`src/hw/rtl/lpht_pkg.sv`:
```
package lpht_pkg;

    // Field widths of one request item and one result item.
    localparam int KEY_W    = 16;
    localparam int VAL_W    = 16;
    localparam int STATUS_W = 2;
    localparam int SLOT_W   = 4;

    // Default number of table slots.
    localparam int DEFAULT_TABLE_SLOTS = 16;

    // Request opcodes.
    localparam logic OP_INSERT = 1'b0;
    localparam logic OP_SEARCH = 1'b1;

    // Result status codes.
    localparam logic [STATUS_W-1:0] ST_INSERTED  = 2'd0;
    localparam logic [STATUS_W-1:0] ST_FOUND     = 2'd1;
    localparam logic [STATUS_W-1:0] ST_NOT_FOUND = 2'd2;
    localparam logic [STATUS_W-1:0] ST_FULL      = 2'd3;

    // One table entry as it sits in the slot memory.
    typedef struct packed {
        logic             used;
        logic [KEY_W-1:0] key;
        logic [VAL_W-1:0] value;
    } entry_t;

    // Sequencer states of the top level.
    typedef enum logic [2:0] {
        S_CLEAR,
        S_IDLE,
        S_HASH,
        S_LOAD,
        S_PROBE
    } state_t;

endpackage

```
`src/hw/rtl/lpht_mod.sv`:
```
module lpht_mod #(
    parameter int DIVISOR = lpht_pkg::DEFAULT_TABLE_SLOTS
) (
    input  logic                                clk,
    input  logic                                rst_n,
    input  logic                                start,
    input  logic [lpht_pkg::KEY_W-1:0]          dividend,
    output logic                                done,
    output logic [$clog2(DIVISOR)-1:0]          remainder
);
    import lpht_pkg::*;

    // The quotient comes from a multiply by the rounded-up reciprocal of the
    // divisor, scaled by 2^(KEY_W + IDX_W). This scale is exact for every
    // KEY_W-bit dividend.
    localparam int IDX_W   = $clog2(DIVISOR);
    localparam int SHIFT   = KEY_W + IDX_W;
    localparam int RECIP_W = KEY_W + 2;
    localparam int PROD_W  = KEY_W + RECIP_W;
    localparam int BACK_W  = KEY_W + IDX_W + 1;
    localparam logic [RECIP_W-1:0] RECIP =
        RECIP_W'(((64'd1 << SHIFT) + 64'(DIVISOR) - 64'd1) / 64'(DIVISOR));
    localparam logic [IDX_W:0]     DIV_C = (IDX_W + 1)'(DIVISOR);

    logic                 stage_reg, stage_next;
    logic                 done_reg, done_next;
    logic [KEY_W-1:0]     num_reg, num_next;
    logic [KEY_W-1:0]     quot_reg, quot_next;
    logic [IDX_W-1:0]     rem_reg, rem_next;
    logic [PROD_W-1:0]    prod;
    logic [BACK_W-1:0]    back;
    logic [BACK_W-1:0]    diff;

    // The quotient is registered first; then quotient times divisor is subtracted
    // from the dividend, and the difference is registered as the remainder.
    always_comb
    begin
        stage_next = start;
        done_next  = stage_reg;
        num_next   = num_reg;
        quot_next  = quot_reg;
        rem_next   = rem_reg;
        prod       = PROD_W'(dividend) * PROD_W'(RECIP);
        back       = BACK_W'(quot_reg) * BACK_W'(DIV_C);
        diff       = BACK_W'(num_reg) - back;
        if (start)
        begin
            num_next  = dividend;
            quot_next = KEY_W'(prod >> SHIFT);
        end
        if (stage_reg)
        begin
            rem_next = diff[IDX_W-1:0];
        end
    end

    // Control state is reset; the data path needs none.
    always_ff @(posedge clk or negedge rst_n)
    begin
        if (!rst_n)
        begin
            stage_reg <= 1'b0;
            done_reg  <= 1'b0;
        end
        else
        begin
            stage_reg <= stage_next;
            done_reg  <= done_next;
        end
    end

    always_ff @(posedge clk)
    begin
        num_reg  <= num_next;
        quot_reg <= quot_next;
        rem_reg  <= rem_next;
    end

    assign done      = done_reg;
    assign remainder = rem_reg;

endmodule

```
`src/hw/rtl/linear_probe_hash_table_unit.sv`:
```
// Channel  | Ports                        | Handshake
// ---------+------------------------------+------------------------------------
// request  | opcode, key, value           | taken when start is high, busy low
// result   | status, found_value, slot    | done high for one cycle per item
//
// An item goes through the reciprocal multiply remainder unit for the home slot,
// a read of the home slot, then one slot memory read per further probe, with 1
// to TABLE_SLOTS slots probed in all. The next item may start in the done cycle.
// After reset a clearing pass marks every slot unused; busy is high meanwhile.
// Results cannot be stalled by the receiver.
module linear_probe_hash_table_unit #(
    parameter int TABLE_SLOTS = lpht_pkg::DEFAULT_TABLE_SLOTS
) (
    input  logic                                 clk,
    input  logic                                 rst_n,
    input  logic                                 start,
    output logic                                 busy,
    input  logic                                 opcode,
    input  logic [lpht_pkg::KEY_W-1:0]           key,
    input  logic signed [lpht_pkg::VAL_W-1:0]    value,
    output logic                                 done,
    output logic [lpht_pkg::STATUS_W-1:0]        status,
    output logic signed [lpht_pkg::VAL_W-1:0]    found_value,
    output logic [lpht_pkg::SLOT_W-1:0]          slot
);
    import lpht_pkg::*;

    localparam int IDX_W = $clog2(TABLE_SLOTS);
    localparam int EXT_W = IDX_W + SLOT_W;
    localparam logic [IDX_W-1:0] IDX_LAST = IDX_W'(TABLE_SLOTS - 1);

    // Slot memory and its registered read data.
    entry_t             mem [TABLE_SLOTS];
    entry_t             rd_data_reg;
    logic               mem_we;
    logic [IDX_W-1:0]   mem_wr_addr;
    entry_t             mem_wr_data;
    logic               mem_re;
    logic [IDX_W-1:0]   mem_rd_addr;

    state_t             state_reg, state_next;
    logic [IDX_W-1:0]   idx_reg, idx_next;
    logic [IDX_W-1:0]   cnt_reg, cnt_next;
    logic               op_reg, op_next;
    logic [KEY_W-1:0]   key_reg, key_next;
    logic [VAL_W-1:0]   val_reg, val_next;
    logic               done_reg, done_next;
    logic [STATUS_W-1:0] status_reg, status_next;
    logic [VAL_W-1:0]   found_value_reg, found_value_next;
    logic [SLOT_W-1:0]  slot_reg, slot_next;

    logic               accept;
    logic               mod_done;
    logic [IDX_W-1:0]   home_idx;
    logic [IDX_W-1:0]   idx_inc;
    logic [EXT_W-1:0]   slot_ext;
    logic               hit;
    logic               last_probe;

    assign accept     = (state_reg == S_IDLE) && start;
    assign idx_inc    = (idx_reg == IDX_LAST) ? '0 : idx_reg + 1'b1;
    assign slot_ext   = EXT_W'(idx_reg);
    assign hit        = rd_data_reg.used && (rd_data_reg.key == key_reg);
    assign last_probe = (cnt_reg == IDX_LAST);

    // Home slot: key modulo the table size.
    lpht_mod #(
        .DIVISOR (TABLE_SLOTS)
    ) u_mod (
        .clk       (clk),
        .rst_n     (rst_n),
        .start     (accept),
        .dividend  (key),
        .done      (mod_done),
        .remainder (home_idx)
    );

    // Next state.
    always_comb
    begin
        state_next = state_reg;
        unique case (state_reg)
            S_CLEAR:
            begin
                if (idx_reg == IDX_LAST)
                begin
                    state_next = S_IDLE;
                end
            end
            S_IDLE:
            begin
                if (start)
                begin
                    state_next = S_HASH;
                end
            end
            S_HASH:
            begin
                if (mod_done)
                begin
                    state_next = S_LOAD;
                end
            end
            S_LOAD:
            begin
                state_next = S_PROBE;
            end
            S_PROBE:
            begin
                if (!rd_data_reg.used || last_probe || (op_reg == OP_SEARCH && hit))
                begin
                    state_next = S_IDLE;
                end
            end
            default:
            begin
                state_next = S_CLEAR;
            end
        endcase
    end

    // Outputs and data path.
    always_comb
    begin
        idx_next         = idx_reg;
        cnt_next         = cnt_reg;
        op_next          = op_reg;
        key_next         = key_reg;
        val_next         = val_reg;
        done_next        = 1'b0;
        status_next      = status_reg;
        found_value_next = found_value_reg;
        slot_next        = slot_reg;
        mem_we           = 1'b0;
        mem_wr_addr      = idx_reg;
        mem_wr_data      = '{used: 1'b1, key: key_reg, value: val_reg};
        mem_re           = 1'b0;
        mem_rd_addr      = idx_reg;
        unique case (state_reg)
            S_CLEAR:
            begin
                // Sweep the table once, marking each slot unused.
                mem_we      = 1'b1;
                mem_wr_data = '{used: 1'b0, key: '0, value: '0};
                idx_next    = idx_inc;
            end
            S_IDLE:
            begin
                if (start)
                begin
                    op_next  = opcode;
                    key_next = key;
                    val_next = value;
                end
            end
            S_HASH:
            begin
                if (mod_done)
                begin
                    idx_next = home_idx;
                end
            end
            S_LOAD:
            begin
                mem_re   = 1'b1;
                cnt_next = '0;
            end
            S_PROBE:
            begin
                if (!rd_data_reg.used)
                begin
                    // An unused slot takes the insert or ends the search.
                    done_next        = 1'b1;
                    found_value_next = '0;
                    if (op_reg == OP_INSERT)
                    begin
                        mem_we      = 1'b1;
                        status_next = ST_INSERTED;
                        slot_next   = slot_ext[SLOT_W-1:0];
                    end
                    else
                    begin
                        status_next = ST_NOT_FOUND;
                        slot_next   = '0;
                    end
                end
                else if (op_reg == OP_SEARCH && hit)
                begin
                    done_next        = 1'b1;
                    status_next      = ST_FOUND;
                    found_value_next = rd_data_reg.value;
                    slot_next        = slot_ext[SLOT_W-1:0];
                end
                else if (last_probe)
                begin
                    // Every slot has been visited.
                    done_next        = 1'b1;
                    status_next      = (op_reg == OP_INSERT) ? ST_FULL : ST_NOT_FOUND;
                    found_value_next = '0;
                    slot_next        = '0;
                end
                else
                begin
                    // Step to the next slot and fetch it for the next cycle.
                    idx_next    = idx_inc;
                    cnt_next    = cnt_reg + 1'b1;
                    mem_re      = 1'b1;
                    mem_rd_addr = idx_inc;
                end
            end
            default:
            begin
                idx_next = '0;
            end
        endcase
    end

    // Control registers.
    always_ff @(posedge clk or negedge rst_n)
    begin
        if (!rst_n)
        begin
            state_reg <= S_CLEAR;
            idx_reg   <= '0;
            cnt_reg   <= '0;
            done_reg  <= 1'b0;
        end
        else
        begin
            state_reg <= state_next;
            idx_reg   <= idx_next;
            cnt_reg   <= cnt_next;
            done_reg  <= done_next;
        end
    end

    // Payload registers.
    always_ff @(posedge clk)
    begin
        op_reg          <= op_next;
        key_reg         <= key_next;
        val_reg         <= val_next;
        status_reg      <= status_next;
        found_value_reg <= found_value_next;
        slot_reg        <= slot_next;
    end

    // Slot memory write port.
    always_ff @(posedge clk)
    begin
        if (mem_we)
        begin
            mem[mem_wr_addr] <= mem_wr_data;
        end
    end

    // Slot memory read port.
    always_ff @(posedge clk)
    begin
        if (mem_re)
        begin
            rd_data_reg <= mem[mem_rd_addr];
        end
    end

    assign busy        = (state_reg != S_IDLE);
    assign done        = done_reg;
    assign status      = status_reg;
    assign found_value = found_value_reg;
    assign slot        = slot_reg;

endmodule
```
`config.mk`:
```
export PLATFORM = sky130hd
export DESIGN_NAME = linear_probe_hash_table_unit
export DESIGN_NICKNAME = d
export VERILOG_FILES = /design/src/hw/rtl/lpht_pkg.sv /design/src/hw/rtl/lpht_mod.sv /design/src/hw/rtl/linear_probe_hash_table_unit.sv
export SDC_FILE = /design/constraint.sdc
export NUM_CORES = 1
export LEC_CHECK = 0
export ABC_CLOCK_PERIOD_IN_PS = 4000
export BUFFER_PORTS_ARGS = -buffer_cell sky130_fd_sc_hd__buf_2
export CORE_MARGIN = 2
export CORE_UTILIZATION = 35
export DETAILED_ROUTE_END_ITERATION = 6
export PLACE_DENSITY = 0.56
export SLEW_MARGIN = 20
export SYNTH_ARGS = -nofsm -noshare
export SYNTH_HDL_FRONTEND = slang
export SYNTH_SLANG_ARGS = --single-unit
```
`constraint.sdc`:
```
create_clock -name clk -period 4 [get_ports clk]
set_clock_uncertainty 0.1 [all_clocks]
set_input_delay 0.4 -clock clk [delete_from_list [all_inputs] [get_ports clk]]
set_output_delay 0.4 -clock clk [all_outputs]
set_load 0.05 [all_outputs]
```
==> reports/results.ini <==
[synth]
avgSynthCellArea_um2 = 16.0
synth_top_flop_cell = edfxtp_1
ys_ff_latch = 634
synth_cell_types = 50
syn_area_um2 = 25200
yosys-top-cells-area = edfxtp_1 (74%), mux2i_1 (2.7%), a221o_1 (2.6%)
ys_seq_area_frac = 0.752
yosysTopAreaCellShare = 0.738
synth_edf_count = 620
syn_inst = 1581
ys_warn_count = 0
async_flop_share = 0.0221
synth_fp_nets = 1622
netlist.top_cell.by_area = edfxtp_1

[place]
hpwl_um = 33200
portBuffers = 59
gp_congestion = 0.790
place_ws_ps = 389

[clock_network]
cts_root_buf = clkbuf_16
post_cts_buffers = 0
cts_tree = yes
cts-htree-levels = 3
cts_sinks = 634
clk_latency_ps = 610
clk_pin_slew_ps = 60
cts_buffers = 66
ctsLongestPathBuffers = 3

[finish]
drive_gt1_frac = 0.171
antennaDiodeCount = 0
final_common_cell = edfxtp_1
layout.nets = 1737
largest_reg_flops = 528
mostFrequentLayoutCells = edfxtp_1 (620), nand2_1 (152), and2_1 (84), a21oi_1 (74), nand3_1 (73)
area_growth_pct = 17.1

[sta]
fin_crit_sh = 0.908
fmaxAchievable_mhz = 275
finalSetupViolCount = 0
worst_slew_pin_slew_ps = 1080
timing.final.ws_setup_ps = 369
slew_viol_final = 0
rsz0062_at_grt = no
layout_min_cycle_time_ps = 3630
max_slew_margin = 0.277
finalSetupTns_ps = 0
finalHoldViolCount = 0

[grt]
grt_usage = 0.173
overflow = 0
use_met2 = 0.282
grt_pass1_wl_um = 94500
grt_pass1_vias = 14300
grt.busiest_layer = met2
use_met1 = 0.239
grt_start_max_net_pins = 68
met3_usage = 0.0245
antenna_found_initial = 0

[drt]
viasPerCell = 5.38
routed_wl_um = 64600
initialDrtViolationCount = 1209
dr.pass1.iters = 5
drcViolationCount = 0
wl_per_cell_um = 24.0
ant_nets = 0
route.vias.total = 14500

[power_and_ir_drop]
power_w = 0.0219
p_per_area_nw_per_um2 = 741
p_leak_nw = 9.99
irDropWorstVdd_mv = 0.400

[floorplanning]
floorplan.initialDensity = 0.353
num_io_pins = 60
num_rows = 98
die_y_um = 272
die_w_um = 272
die_area_um2 = 74200
core_um2 = 71400

[setup_path]
critPathCaptureType = flip-flop
rrSetupSlack_ps = 370
startpoint_type = flip-flop
cp_data_arrival_time_ps = 3860
crit_type = flip-flop to flip-flop
cp_max_fo = 39
cp.required_ps = 4230

[run_status]
outcome = finished clean

[worst_hold_path]
hold_class = primary input to asynchronous set/reset pin

[job]
cap_violations = 0

## stage by stage
stage	hold WS (ps)	area (um^2)	utilization	std cells
6_report	133	29500	0.414	2695
5_1_grt	174	29500	0.414	2695
4_1_cts	125	29500	0.414	2695
3_5_place_dp	215	27200	0.381	2543
3_3_place_gp	212	27200	0.381	2543
2_1_floorplan	4.41	25200	-	1581
## synth_stat cells (2+ instances only)
master and instances:
ha_1 5, nor2_1 31, mux2_2 46, a21oi_1 75, nand3_1 73, inv_1 11, and3_1 2, xor2_1 5
mux2_1 6, nand2_1 154, nor3_1 6, a221o_1 66, nand4_1 36, clkbuf_1 71, nor2b_1 35, nand2b_1 5
edfxtp_1 620, o21ai_0 13, buf_4 7, mux2i_1 68, mux2_4 15, buf_2 19, xnor2_1 9, buf_6 7
and2_1 85, dfrtp_1 14, a31oi_1 3, o22ai_1 2, a22o_1 2, nor3b_1 2, o221ai_1 69
## path summary, 6_finish.rpt
path                                       from               to  cells after the start
worst max register to register       key_reg[6]   rd_data_reg[4]                     10
max in group asynchronous                 rst_n  u_mod.done_next                      2
worst min-delay path                      rst_n             done                      2
worst max-delay path                 key_reg[6]   rd_data_reg[4]                     10
min in group clk                         key[7]       key_reg[7]                      2
worst min register to register  u_mod.done_next       u_mod.done                      0
## layout make-up
type                            count  area, um^2
Fill cell                        6411       41800
Sequential cell                   634       19000
Multi-Input combinational cell    831        5950
Clock buffer                       86        1770
Timing Repair Buffer              152        1380
Tap cell                          950        1190
Clock inverter                     31         236
Inverter                           11        41.3
## cells by family after synthesis
group           count (synthesis)  share of synthesized area
flops                         634                      0.752
simple gates                  438                     0.0877
compound gates                239                     0.0724
mux                           135                     0.0591
buf+inv                       116                     0.0213
xor+xnor                       14                    0.00486
fa+ha+maj                       5                    0.00248
## metal layers
layer,up-vias,wire length [um],part of all wire
li1,6415,-,-
met1,7542,28700,0.44
met2,454,31000,0.48
met3,81,3650,0.056
met4,0,1290,0.020
met5,-,0,0
## critical path: stages (launching register included)
cell	delay, ps
edfxtp_1	390
xor2_1	210
a2111o_1	480
nor4_4	330
a21o_2	190
buf_4	480
nand2_4	350
buf_12	300
and2_1	180
o221ai_1	190
nand4_1	120
## power by group
part	switching [W]	total, W	internal [W]	leakage, nW
Sequential	0.000258	0.00928	0.00902	5.84
Combinational	0.00461	0.00683	0.00222	3.17
Clock	0.00250	0.00576	0.00326	0.969
## timing repair
| item | in CTS | in global routing |
|---|---|---|
| endpoints found under the hold margin | 48 | 0 |
| hold buffers | 35 | 0 |
| gates resized for setup | 0 | 0 |
No activity file was read; power rests on OpenSTA's default activity.
